[src/hdl/tbdk_pkg.sv]
package tbdk_pkg;

  localparam int unsigned WordW = 32;
  localparam int unsigned KeyW = 8;
  localparam int unsigned CfgIndexW = 2;

  localparam logic [WordW-1:0] DELTA = 32'h9E3769B9;

  // key register indexes
  localparam logic [CfgIndexW-1:0] KEY_ZERO  = 2'd0;
  localparam logic [CfgIndexW-1:0] KEY_ONE   = 2'd1;
  localparam logic [CfgIndexW-1:0] KEY_TWO   = 2'd2;
  localparam logic [CfgIndexW-1:0] KEY_THREE = 2'd3;

  typedef struct packed {
    logic [WordW-1:0] cipher_left;
    logic [WordW-1:0] cipher_right;
  } blk_t;

  typedef struct packed {
    logic [WordW-1:0] plain_left;
    logic [WordW-1:0] plain_right;
  } res_t;

  // working pair inside the pipeline
  typedef struct packed {
    logic [WordW-1:0] left;
    logic [WordW-1:0] right;
  } pair_t;

  // result push from the last pipeline stage into the output buffer
  typedef struct packed {
    logic  valid;
    pair_t data;
  } push_t;

  // round function of one half round
  function automatic logic [WordW-1:0] feistel_f(
    input logic [WordW-1:0] x,
    input logic [WordW-1:0] sum,
    input logic [KeyW-1:0]  key_shl,
    input logic [KeyW-1:0]  key_shr
  );
    logic [WordW-1:0] a;
    logic [WordW-1:0] b;
    logic [WordW-1:0] c;
    a = (x << 4) + {{(WordW-KeyW){1'b0}}, key_shl};
    b = x + sum;
    c = (x >> 5) + {{(WordW-KeyW){1'b0}}, key_shr};
    return a ^ b ^ c;
  endfunction

endpackage

[src/hdl/tbdk_out_buffer.sv]
module tbdk_out_buffer (
  input  logic            clk,
  input  logic            rst,
  input  tbdk_pkg::push_t push,
  output logic            full,
  output logic            res_valid,
  input  logic            res_stall,
  output tbdk_pkg::res_t  res_data
);

  logic            skid_valid;
  tbdk_pkg::pair_t skid_data;
  logic            take;

  assign take = res_valid && !res_stall;
  assign full = skid_valid;

  always_ff @(posedge clk) begin
    if (rst) begin
      res_valid  <= 1'b0;
      skid_valid <= 1'b0;
    end else if (skid_valid) begin
      if (take) begin
        res_data   <= '{plain_left: skid_data.left, plain_right: skid_data.right};
        skid_valid <= 1'b0;
      end
    end else if (push.valid) begin
      if (!res_valid || take) begin
        res_data  <= '{plain_left: push.data.left, plain_right: push.data.right};
        res_valid <= 1'b1;
      end else begin
        // output held, park the item
        skid_data  <= push.data;
        skid_valid <= 1'b1;
      end
    end else if (take) begin
      res_valid <= 1'b0;
    end
  end

endmodule

[config.mk]
export PLATFORM = sky130hd
export DESIGN_NAME = tbdk_out_buffer
export DESIGN_NICKNAME = d
export VERILOG_FILES = /design/src/hdl/tbdk_pkg.sv /design/src/hdl/tbdk_out_buffer.sv
export SDC_FILE = /design/constraint.sdc
export NUM_CORES = 1
export LEC_CHECK = 0
export BUFFER_PORTS_ARGS = -buffer_cell sky130_fd_sc_hd__buf_2
export CAP_MARGIN = 20
export CELL_PAD_IN_SITES_DETAIL_PLACEMENT = 1
export CELL_PAD_IN_SITES_GLOBAL_PLACEMENT = 1
export CORE_MARGIN = 2
export CORE_UTILIZATION = 39
export CTS_CLUSTER_DIAMETER = 200
export DETAILED_ROUTE_END_ITERATION = 10
export PLACE_DENSITY = 0.76
export SYNTH_ARGS = -nofsm -noshare
export SYNTH_HDL_FRONTEND = slang
export SYNTH_SLANG_ARGS = --single-unit
[constraint.sdc]
create_clock -name clk -period 5.5 [get_ports clk]
set_input_delay 0.275 -clock clk [delete_from_list [all_inputs] [get_ports clk]]
set_output_delay 0.275 -clock clk [all_outputs]
set_load 0.02 [all_outputs]
* After elaboration in Yosys (flattened, before gate mapping)
Index checks and enable logic that the tools add are counted.
Storage, ports and cells: register bits after elaboration 130, input port bits 68, output and inout port bits 66, logic and storage cells 32
Operators by class: equal/unequal tests 2, mux-type cells 11, bitwise operators 3, reductions and logical operators 10
Operator list (count):
- 2-to-1 mux 64 bit | 4
- AND reduction 4 bit | 2
- 2-to-1 mux 1 bit | 7
- nonzero test 2 bit | 3
- inequality test 2 x 1 -> 1 bit (second input constant) | 2
- NOT 1 bit | 3
- AND reduction 3 bit | 1
- logical NOT 1 bit | 2
- logical AND 1 bit | 1
- logical OR 1 bit | 1

* Longest topological paths before layout
Gate-level depths: netlist of the first run.
depth in word-level cells 6, gate-level depth with buffers 5, gate-level depth less buffers 2

* Worst setup path after synthesis of the first run
No wires, ideal clock.
kind register to register, start point register skid_valid, in the netlist full, end point register skid_data[0] in the netlist's numbering (enable), library setup time 0.565 ns, data arrival time 5.233 ns, data required time 4.935 ns, setup slack -0.299 ns, stages on the path, launching flop included 5, path buffers 2, period minus slack after synthesis 5.799 ns, cells stage by stage dfxtp_1 > buf_6 > buf_8 > nand2b_1 > nor3_1
Between the ends: cells in the longest elaborated chain, start to end 2
Ends and longest elaborated chain:
- start, declared | RTL line tbdk_out_buffer.sv:11 | logic skid_valid;
- start signal, assigned | RTL line tbdk_out_buffer.sv:21 | skid_valid <= 1'b0;
- start signal, assigned | RTL line tbdk_out_buffer.sv:25 | skid_valid <= 1'b0;
- start signal, assigned | RTL line tbdk_out_buffer.sv:34 | skid_valid <= 1'b1;
- NOT 1 bit (no source line)
- AND reduction 4 bit (no source line)
- end signal, assigned | RTL line tbdk_out_buffer.sv:33 | skid_data <= push.data;
- end, declared | RTL line tbdk_out_buffer.sv:12 | tbdk_pkg::pair_t skid_data;
No other way between the ends. A chain may end at the register's enable or synchronous reset.

* Worst setup path in the final report of the first run
start point register skid_valid, in the netlist full, end point register res_data[49] in the netlist's numbering (enable)
Between the ends: cells in the longest elaborated chain, start to end 2, elaborated cells on any way between the ends 4, those cells by class 1 x eq/ne; 3 x reduce/logical
Ends and longest elaborated chain:
- inequality test 2 x 1 -> 1 bit (no source line) or nonzero test 2 bit (tied branches)
- AND reduction 4 bit (no source line) (*)
- end signal, assigned | RTL line tbdk_out_buffer.sv:24 | res_data <= '{plain_left: skid_data.left, plain_right: skid_data.right};
- end signal, assigned | RTL line tbdk_out_buffer.sv:29 | res_data <= '{plain_left: push.data.left, plain_right: push.data.right};
- end, declared | RTL line tbdk_out_buffer.sv:8 | output tbdk_pkg::res_t res_data
Every way passes the cells marked *; elsewhere a longest branch is shown, timed or not.

==> flow_summary.json, run 1 <==
{
  "cpPeakStageDelay_ns": 0.99,
  "worst_pin_slew_ns": 0.9841,
  "fillCellCount": 1135,
  "path_clk_slew_ns": 0.06,
  "start_kind": "flip-flop",
  "max_slew_margin": 0.3440,
  "die_w_um": 115.0,
  "grt_first_pass_wirelength_um": 14050,
  "drt_iter0_markers": 118,
  "drive_gt1_frac": 0.6317,
  "cp.buffers_inverters": 1,
  "required_ns": 5.55,
  "slowest_stage": "dfxtp_4",
  "drt-total-wl_um": 9191,
  "io_buffers": 133,
  "io_pins": 134,
  "yosys.area.top_type_share": 0.7994,
  "fp.coreArea_um2": 12010,
  "wl_per_cell_um": 17.71,
  "start_util": 0.4003,
  "rows": 40,
  "synth_fp_nets": 280,
  "crit_cells": 3,
  "multi_input_area_um2": 869.6,
  "cp_cell_sequence": "nand2_2, a221oi_4, buf_4",
  "reg2reg_from": "full$_SDFF_PP0_",
  "cts_root_buffer": "clkbuf_16",
  "outcome": "completed",
  "drc": 0,
  "leakage_nw": 2.327,
  "ctsHtreeMaxLevel": 4,
  "vias": 2463,
  "fin_cells": 519,
  "drt-vias-per-instance": 4.746,
  "dieArea_um2": 13230,
  "first_pass_iters": 4,
  "netlist_top_cells_count": "edfxtp_1 (128), mux2_2 (47), mux2_4 (17), buf_2 (4)",
  "synth.area.top_cells": "edfxtp_1 (80%), mux2_2 (11%), mux2_4 (5.3%), dfxtp_1 (0.83%), buf_6 (0.47%)",
  "synth_top_area_cell": "edfxtp_1",
  "cp_top_family": "flip-flops",
  "hold_buffers": 0,
  "synthFlopType": "edfxtp_1",
  "syn_inst": 212,
  "antenna_found_initial": 0,
  "post_cts.repair.setup_buffers": 0,
  "slew_viol_final": 0,
  "pwr_density_cell_nw_per_um2": 391.7,
  "hp-class": "input pin to flip-flop",
  "ys_async_sr_fraction": 0,
  "setup_viol": 0,
  "clk_path_buf_depth": 2,
  "post-synth-top-count-cell": "edfxtp_1",
  "netlist-cell-type-count": 16,
  "detailedPlacementHpwl_um": 5963,
  "finalHoldViolCount": 0,
  "syn2layout_area_growth_pct": 29.38,
  "cap_violations": 0,
  "ctsResizeCount": 0,
  "rsz0062_at_grt": "false",
  "dp.cells": 487,
  "ant_nets": 0,
  "synth_seq_area_share": 0.8077,
  "ys_seq_elements": 130,
  "max_clock_freq_ghz": 0.3329,
  "grt_pass1_vias": 2711,
  "worstReg2RegEnd": "res_data[49]$_DFFE_PP_",
  "globalplace.congestion": 0.7045,
  "die_h_um": 115.0,
  "end_kind": "flip-flop",
  "ir_worst_vdd_v": 0.0001929,
  "groute.usage.overall": 0.1477,
  "rr_worst_depth": 3,
  "layout.nets": 427,
  "cp-startpoint": "full$_SDFF_PP0_",
  "synth_edf_count": 128,
  "fin_skew_ns": 0.005482,
  "cts_tree": "yes",
  "worstPathArrival_ns": 3.05,
  "insertion_delay_ns": 0.42,
  "yosysWarnings": 0,
  "grt-ovfl-total": 0,
  "timing.setup.tns_ns": 0,
  "numCtsBuffers": 17,
  "grt_max_degree": 70,
  "finalCritPeriodShare": 0.5462,
  "crit_type": "flip-flop to flip-flop",
  "n_antenna_cell": 0,
  "ff2ff_setup_slack_ns": 2.50,
  "seq_area_um2": 3887,
  "crit_fanout": 69,
  "avgSynthCellArea_um2": 22.68,
  "numClockSinks": 130,
  "crit_end": "res_data[49]$_DFFE_PP_",
  "netlist_area_um2": 4808,
  "period_needed_ns": 3.004
}
cell type report:
class,count,area share
tap,147,0.02957
timing repair buffer,136,0.1106
sequential,130,0.6249
clock inverter,15,0.02675
multi-input combinational,74,0.1398
clock buffer,17,0.06838
worst min path at each step:
stage	from	to	slack (ns)	cells past startpoint
floorplan	rst	res_valid$_SDFFE_PP0P_	0.34	1
global placement	push[18]	skid_data[18]$_DFFE_PP_	0.47	1
detailed placement	push[6]	skid_data[6]$_DFFE_PP_	0.47	1
CTS	push[9]	skid_data[9]$_DFFE_PP_	0.02	1
global route	push[37]	skid_data[37]$_DFFE_PP_	0.03	1
finish	push[9]	skid_data[9]$_DFFE_PP_	0.04	1
worst reg2reg max path: cells and delay by family, from the launching register on:
| family | cells | cell delay [ns] |
|---|---|---|
| and+or+nand+nor | 1 | 0.16 |
| AOI/OAI and AO/OA | 1 | 0.77 |
| DFF | 1 | 0.99 |
| buffers and inverters | 1 | 0.67 |
metrics by stage:
step	instance area [um2]	utilization	power, mW	setup slack, ns	hold slack (ns)
after floorplan	4813	-	1.270	1.299	0.3441
after global placement	5629	0.4686	1.331	2.525	0.4685
after detailed placement	5629	0.4686	1.337	2.430	0.4674
after CTS	6221	0.5179	2.468	2.413	0.02252
after global routing	6221	0.5179	2.517	2.222	0.02702
final	6221	0.5179	2.437	2.496	0.04463
power by group:
part	total, mW	leakage, nW	switching (mW)	internal, mW
Combinational	0.160	0.854	0.0850	0.0754
Clock	1.12	0.282	0.416	0.707
Sequential	1.15	1.19	0.0211	1.13
per-layer routing:
metal / wire length, um / part of all wire / vias to the layer above / global-route usage
met5: 0 / 0 / - / 0
met4: 186 / 0.020 / 0 / 0.08193
met3: 617 / 0.067 / 17 / 0.05535
met2: 4374 / 0.48 / 100 / 0.2298
met1: 4013 / 0.44 / 1199 / 0.1784
li1: - / - / 1147 / -
cells in the final DEF, fill, tap and decap left out, types with 2 or more instances in the layout:
master	synthesis	final
buf_2	4	133
edfxtp_1	128	128
mux2_2	47	47
mux2_4	17	17
clkbuf_16	0	17
clkinv_2	0	5
clkinvlp_4	0	4
bufinv_16	0	3
buf_4	0	3
a21oi_1	2	2
flip-flops by register name, summed over array words and instances (netlist names):
name	count
res_data	64
skid_data	64
res_valid	1
full	1
kinds of logic after synthesis:
kind of cell           Yosys count  share of synthesized area
AO/OA/AOI/OAI                    4                   0.006243
flip-flops                     130                     0.8077
buffers and inverters            8                    0.01613
AND/OR/NAND/NOR                  6                   0.006767
multiplexers                    64                     0.1632
(Power assumes the default switching activity.)
==> run 2: changes to the inputs <==
--- a/config.mk
+++ b/config.mk
@@ -5,15 +5,16 @@
 export SDC_FILE = /design/constraint.sdc
 export NUM_CORES = 1
 export LEC_CHECK = 0
+export ABC_AREA = 1
 export BUFFER_PORTS_ARGS = -buffer_cell sky130_fd_sc_hd__buf_2
 export CAP_MARGIN = 20
 export CELL_PAD_IN_SITES_DETAIL_PLACEMENT = 1
 export CELL_PAD_IN_SITES_GLOBAL_PLACEMENT = 1
 export CORE_MARGIN = 2
-export CORE_UTILIZATION = 39
+export CORE_UTILIZATION = 41
 export CTS_CLUSTER_DIAMETER = 200
 export DETAILED_ROUTE_END_ITERATION = 10
-export PLACE_DENSITY = 0.76
+export PLACE_DENSITY = 0.8
 export SYNTH_ARGS = -nofsm -noshare
 export SYNTH_HDL_FRONTEND = slang
 export SYNTH_SLANG_ARGS = --single-unit
==> constraint.sdc (replaced) <==
create_clock -name clk -period 2.9 [get_ports clk]
set_input_delay 0.145 -clock clk [delete_from_list [all_inputs] [get_ports clk]]
set_output_delay 0.145 -clock clk [all_outputs]
set_load 0.02 [all_outputs]
==> flow_summary.json, run 2 <==
{
  "outcome": "completed",
  "crit_fanout": 37,
  "required_ns": 2.99,
  "max_clock_freq_ghz": 0.4894,
  "clk_path_buf_depth": 2,
  "crit_cells": 6,
  "final_common_cell": "nand2_1",
  "grt_pass1_vias": 3729,
  "cts_tree": "yes",
  "cpPeakStageDelay_ns": 0.47,
  "grt_first_pass_wirelength_um": 19440,
  "n_antenna_cell": 0,
  "detailedPlacementHpwl_um": 6969,
  "ant_nets": 0,
  "hold_buffers": 64,
  "insertion_delay_ns": 0.40,
  "antenna_found_initial": 0,
  "met1_usage": 0.2356,
  "yosysWarnings": 0,
  "fin_cells": 721,
  "fp.coreArea_um2": 11420,
  "timing.setup.tns_ns": 0,
  "yosys.area.top_type_share": 0.7981,
  "hold_depth": 4,
  "synth_seq_area_share": 0.8064,
  "groute.usage.overall": 0.2053,
  "layout_common_cells": "nand2_1 (202), buf_2 (133), edfxtp_1 (128), dlygate4sd3_1 (64), clkbuf_16 (17)",
  "post-synth-top-count-cell": "nand2_1",
  "numCtsBuffers": 17,
  "cp_cell_sequence": "inv_4, nand2_2, nor2_1, nand2_1, inv_2, buf_12",
  "rsz0062_at_grt": "false",
  "globalplace.congestion": 0.7288,
  "post_cts.repair.setup_buffers": 0,
  "cp.buffers_inverters": 3,
  "ys_seq_elements": 130,
  "reg2reg_from": "full$_SDFF_PP0_",
  "layout.nets": 633,
  "reg.largest.list": "res_data: 64 flops, skid_data: 64 flops",
  "period_needed_ns": 2.043,
  "cp-startpoint": "full$_SDFF_PP0_",
  "numClockSinks": 130,
  "final_area_um2": 6865,
  "vias": 3396,
  "ctsHtreeMaxLevel": 4,
  "finalHoldViolCount": 0,
  "ctsResizeCount": 0,
  "syn_inst": 359,
  "start_kind": "flip-flop",
  "rows": 39,
  "drc": 0,
  "dieArea_um2": 12630,
  "first_pass_iters": 4,
  "drt-vias-per-instance": 4.710,
  "cp_top_family": "buffers and inverters",
  "netlist_top_cells_count": "nand2_1 (202), edfxtp_1 (128), buf_2 (6), buf_6 (6), inv_1 (5)",
  "placed_area_um2": 5624,
  "drt-total-wl_um": 12510,
  "crit_type": "flip-flop to flip-flop",
  "slew_viol_final": 0,
  "setup_viol": 0,
  "wl_per_cell_um": 17.35,
  "synth_edf_count": 128,
  "top_usage_layer": "met2",
  "grt_max_degree": 69,
  "syn2layout_area_growth_pct": 42.56,
  "hp-start": "rst",
  "p_total_mw": 4.752,
  "start_util": 0.4218,
  "finalCritPeriodShare": 0.7046,
  "io_buffers": 133,
  "ys_async_sr_fraction": 0,
  "ir_worst_vdd_v": 0.0004539,
  "dp.cells": 625,
  "grt-ovfl-total": 0,
  "slowest_stage": "inv_2",
  "hp-class": "input pin to flip-flop",
  "whs_ns": 0.06987,
  "rr_worst_depth": 6,
  "drive_gt1_frac": 0.2941,
  "cts_root_buffer": "clkbuf_16",
  "worstPathArrival_ns": 2.13,
  "cap_violations": 0,
  "synth_top_area_cell": "edfxtp_1",
  "end_kind": "flip-flop",
  "synth_fp_nets": 427,
  "die_w_um": 112.4,
  "met3_usage": 0.04806,
  "met2_usage": 0.3707,
  "io_pins": 134,
  "drt_iter0_markers": 119,
  "fin_skew_ns": 0.007242,
  "max_slew_margin": 0.5319,
  "avgSynthCellArea_um2": 13.41,
  "die_h_um": 112.4,
  "pwr_density_cell_nw_per_um2": 692.2,
  "netlist-cell-type-count": 11,
  "leakage_nw": 2.927,
  "path_clk_slew_ns": 0.05,
  "worst_pin_slew_ns": 0.7021,
  "netlist_area_um2": 4816,
  "synthFlopType": "edfxtp_1",
  "synth.area.top_cells": "edfxtp_1 (80%), nand2_1 (16%), buf_6 (1.4%), dfxtp_1 (0.83%), buf_2 (0.62%)"
}
run 2: changes by cell type after synthesis, moves of 3 or more:
cell / delta
inv_1: +5
buf_4: +3
buf_6: +4
nand3_1: +3
mux2_4: -17
mux2_2: -47
nand2_1: +201
run 2: metrics by stage:
| stage | setup slack [ns] | util |
|---|---|---|
| 2_1_floorplan | 0.3509 | - |
| 3_5_place_dp | 0.8398 | 0.4925 |
| 5_1_grt | 0.7059 | 0.6012 |
| 3_3_place_gp | 0.9402 | 0.4925 |
| 4_1_cts | 0.8473 | 0.6012 |
| 6_report | 0.8568 | 0.6012 |
run 2: path summary, 6_finish.rpt:
check                             to  slack [ns]
max          skid_data[14]$_DFFE_PP_        0.86
min           res_valid$_SDFFE_PP0P_        0.07
min reg2reg   res_data[17]$_DFFE_PP_        0.52
max reg2reg  skid_data[14]$_DFFE_PP_        0.86
run 2: power breakdown:
group          leakage, nW  internal (mW)  switching, mW
sequential            1.19           2.15         0.0202
clock                0.293           1.43          0.753
combinational         1.44          0.162          0.236
total                 2.93           3.74           1.01
run 2: layout make-up:
class | count | area, um2
fill | 1188 | 4553
inverter | 6 | 25.02
clock inverter | 12 | 163.9
sequential | 130 | 3885
tap | 143 | 178.9
timing repair buffer | 202 | 1381
multi-input combinational | 208 | 794.5
clock buffer | 20 | 436.7
run 2: logic make-up (layout without fill, tap and decap cells):
group         Yosys count  in the layout  synth area share
buf+inv                21            240           0.03014
flops                 130            130            0.8064
simple gates          208            208            0.1634
run 2: layer usage:
metal | wire [um] | part of all wire | vias up
met5 | 0 | 0 | -
met4 | 212 | 0.017 | 0
met3 | 455 | 0.036 | 16
met2 | 6870 | 0.55 | 105
met1 | 4968 | 0.40 | 1653
li1 | - | - | 1622
run 2: tightest hold or removal path: stages:
cell and delay, ns:
buf_2 0.08, inv_1 0.07, nand2_1 0.07, inv_1 0.05
==> run 3: changes to the inputs <==
--- a/config.mk
+++ b/config.mk
@@ -11,10 +11,10 @@
 export CELL_PAD_IN_SITES_DETAIL_PLACEMENT = 1
 export CELL_PAD_IN_SITES_GLOBAL_PLACEMENT = 1
 export CORE_MARGIN = 2
-export CORE_UTILIZATION = 41
+export CORE_UTILIZATION = 37
 export CTS_CLUSTER_DIAMETER = 200
 export DETAILED_ROUTE_END_ITERATION = 10
-export PLACE_DENSITY = 0.8
+export PLACE_DENSITY = 0.76
 export SYNTH_ARGS = -nofsm -noshare
 export SYNTH_HDL_FRONTEND = slang
 export SYNTH_SLANG_ARGS = --single-unit
==> constraint.sdc (replaced) <==
create_clock -name clk -period 1.7 [get_ports clk]
set_input_delay 0.085 -clock clk [delete_from_list [all_inputs] [get_ports clk]]
set_output_delay 0.085 -clock clk [all_outputs]
set_load 0.02 [all_outputs]
==> flow_summary.json, run 3 (synthesis results as in run 2) <==
{
  "cts_root_buffer": "clkbuf_16",
  "slew_viol_final": 0,
  "grt_first_pass_wirelength_um": 18770,
  "wl_per_cell_um": 15.51,
  "io_pins": 134,
  "grt_pass1_vias": 3800,
  "drt-total-wl_um": 11680,
  "period_needed_ns": 1.555,
  "die_h_um": 118.1,
  "rows": 41,
  "share_comb_of_total_power": 0.081,
  "setup_viol": 0,
  "globalplace.congestion": 0.7306,
  "p_seq_frac": 0.451,
  "finalHoldViolCount": 0,
  "vias": 3380,
  "power.switching_mw": 1.711,
  "fp.coreArea_um2": 12670,
  "antenna_found_initial": 0,
  "cap_violations": 0,
  "ant_nets": 0,
  "numCtsBuffers": 17,
  "reg.largest.list": "res_data: 64 flops, skid_data: 64 flops",
  "hp-class": "input pin to flip-flop",
  "whs_ns": 0.04683,
  "seq_area_um2": 3887,
  "path_clk_slew_ns": 0.06,
  "leakage_nw": 2.939,
  "detailedPlacementHpwl_um": 7050,
  "finalCritPeriodShare": 0.9149,
  "drt_iter0_markers": 215,
  "ir_worst_vdd_v": 0.0006110,
  "insertion_delay_ns": 0.41,
  "drt-vias-per-instance": 4.489,
  "dieArea_um2": 13940,
  "grt-ovfl-total": 0,
  "n_antenna_cell": 0,
  "syn2layout_area_growth_pct": 44.58,
  "max_slew_margin": 0.7268,
  "layout.nets": 636,
  "p_total_mw": 8.233,
  "multi_input_area_um2": 794.5,
  "outcome": "completed",
  "cts_tree": "yes",
  "fin_skew_ns": 0.01068,
  "ctsHtreeMaxLevel": 4,
  "worstPathArrival_ns": 1.47,
  "layout_common_cells": "nand2_1 (202), buf_2 (133), edfxtp_1 (128), dlygate4sd3_1 (65), clkbuf_16 (17)",
  "groute.usage.overall": 0.1776,
  "final_common_cell": "nand2_1",
  "fillCellCount": 1311,
  "dp.cells": 656,
  "io_buffers": 133,
  "first_pass_iters": 4,
  "end_kind": "primary output",
  "clk_path_buf_depth": 2,
  "rsz0062_at_grt": "false",
  "max_clock_freq_ghz": 0.6430,
  "power.share.clock": 0.469,
  "start_util": 0.3801,
  "fin_cells": 753,
  "timing.setup.tns_ns": 0,
  "drc": 0,
  "crit_fanout": 53,
  "grt_max_degree": 54,
  "numClockSinks": 130,
  "worst_pin_slew_ns": 0.4098,
  "die_w_um": 118.1,
  "drive_gt1_frac": 0.2943,
  "required_ns": 1.62,
  "start_kind": "flip-flop",
  "pwr_density_cell_nw_per_um2": 1182,
  "switching_share": 0.2078,
  "internal_power_mw": 6.522,
  "crit_type": "flip-flop to primary output"
}
## run 3: changes by cell type in the layout (fill, tap and decap cells not counted)
cell,previous run,this run
bufinv_16,4,5
buf_4,2,3
inv_2,1,0
dlygate4sd3_1,64,65
clkinv_2,4,2
dfxtp_4,0,1
clkbuf_1,3,2
clkinv_1,2,4
clkinv_4,1,0
clkinvlp_4,1,3
buf_8,0,1
dfxtp_2,1,0
## run 3: final timing paths
path,startpoint,endpoint,slack [ns],cells after the start
worst max-delay path,full$_SDFF_PP0_,full,0.14,2
worst min-delay path,push[64],res_valid$_SDFFE_PP0P_,0.05,5
worst max register to register,full$_SDFF_PP0_,res_data[4]$_DFFE_PP_,0.26,5
worst min register to register,skid_data[17]$_DFFE_PP_,res_data[17]$_DFFE_PP_,0.51,2
## run 3: repair_timing
item | 4_1_cts | 5_1_grt
hold buffers | 65 | 0
buffers inserted | 0 | 0
resized for setup | 1 | 2
endpoints found under the setup margin | 1 | 1
hold endpoints to repair | 128 | 0
gates cloned | 0 | 0
## run 3: cell type report
cell class	count	share of cell area
clock buffers	19	0.06217
clock inverters	13	0.02731
inverters	6	0.004133
multi-input cells	208	0.1141
flip-flops and latches	130	0.5583
well taps	172	0.03091
repair buffers	205	0.2031
## run 3: worst max-delay path, cell delays in order (launching register included)
cell	delay, ns
dfxtp_4	0.47
buf_8	0.31
buf_2	0.24
## run 3: metal layers
| metal | track usage | routed length (um) |
|---|---|---|
| met1 | 0.1916 | 4693 |
| met3 | 0.05911 | 495 |
| met4 | 0.08358 | 248 |
| met5 | 0 | 0 |
| met2 | 0.3129 | 6243 |
## run 3: metrics by stage
stage	instance area, um2	worst slack, ns	util
2_1_floorplan	4831	-0.4502	-
6_report	6963	0.1447	0.5495
3_5_place_dp	5682	0.2622	0.4484
3_3_place_gp	5682	0.3007	0.4484
4_1_cts	6959	0.03503	0.5492
5_1_grt	6963	0.06042	0.5495
## run 3: power by group through the flow
stage                     clock, mW  sequential (mW)  combinational [mW]
final                          3.86             3.71               0.664
after global routing           4.07             3.72               0.730
after CTS                      3.94             3.71               0.666
after detailed placement          0             3.77               0.547
after global placement            0             3.77               0.523
after floorplan                   0             3.88               0.187
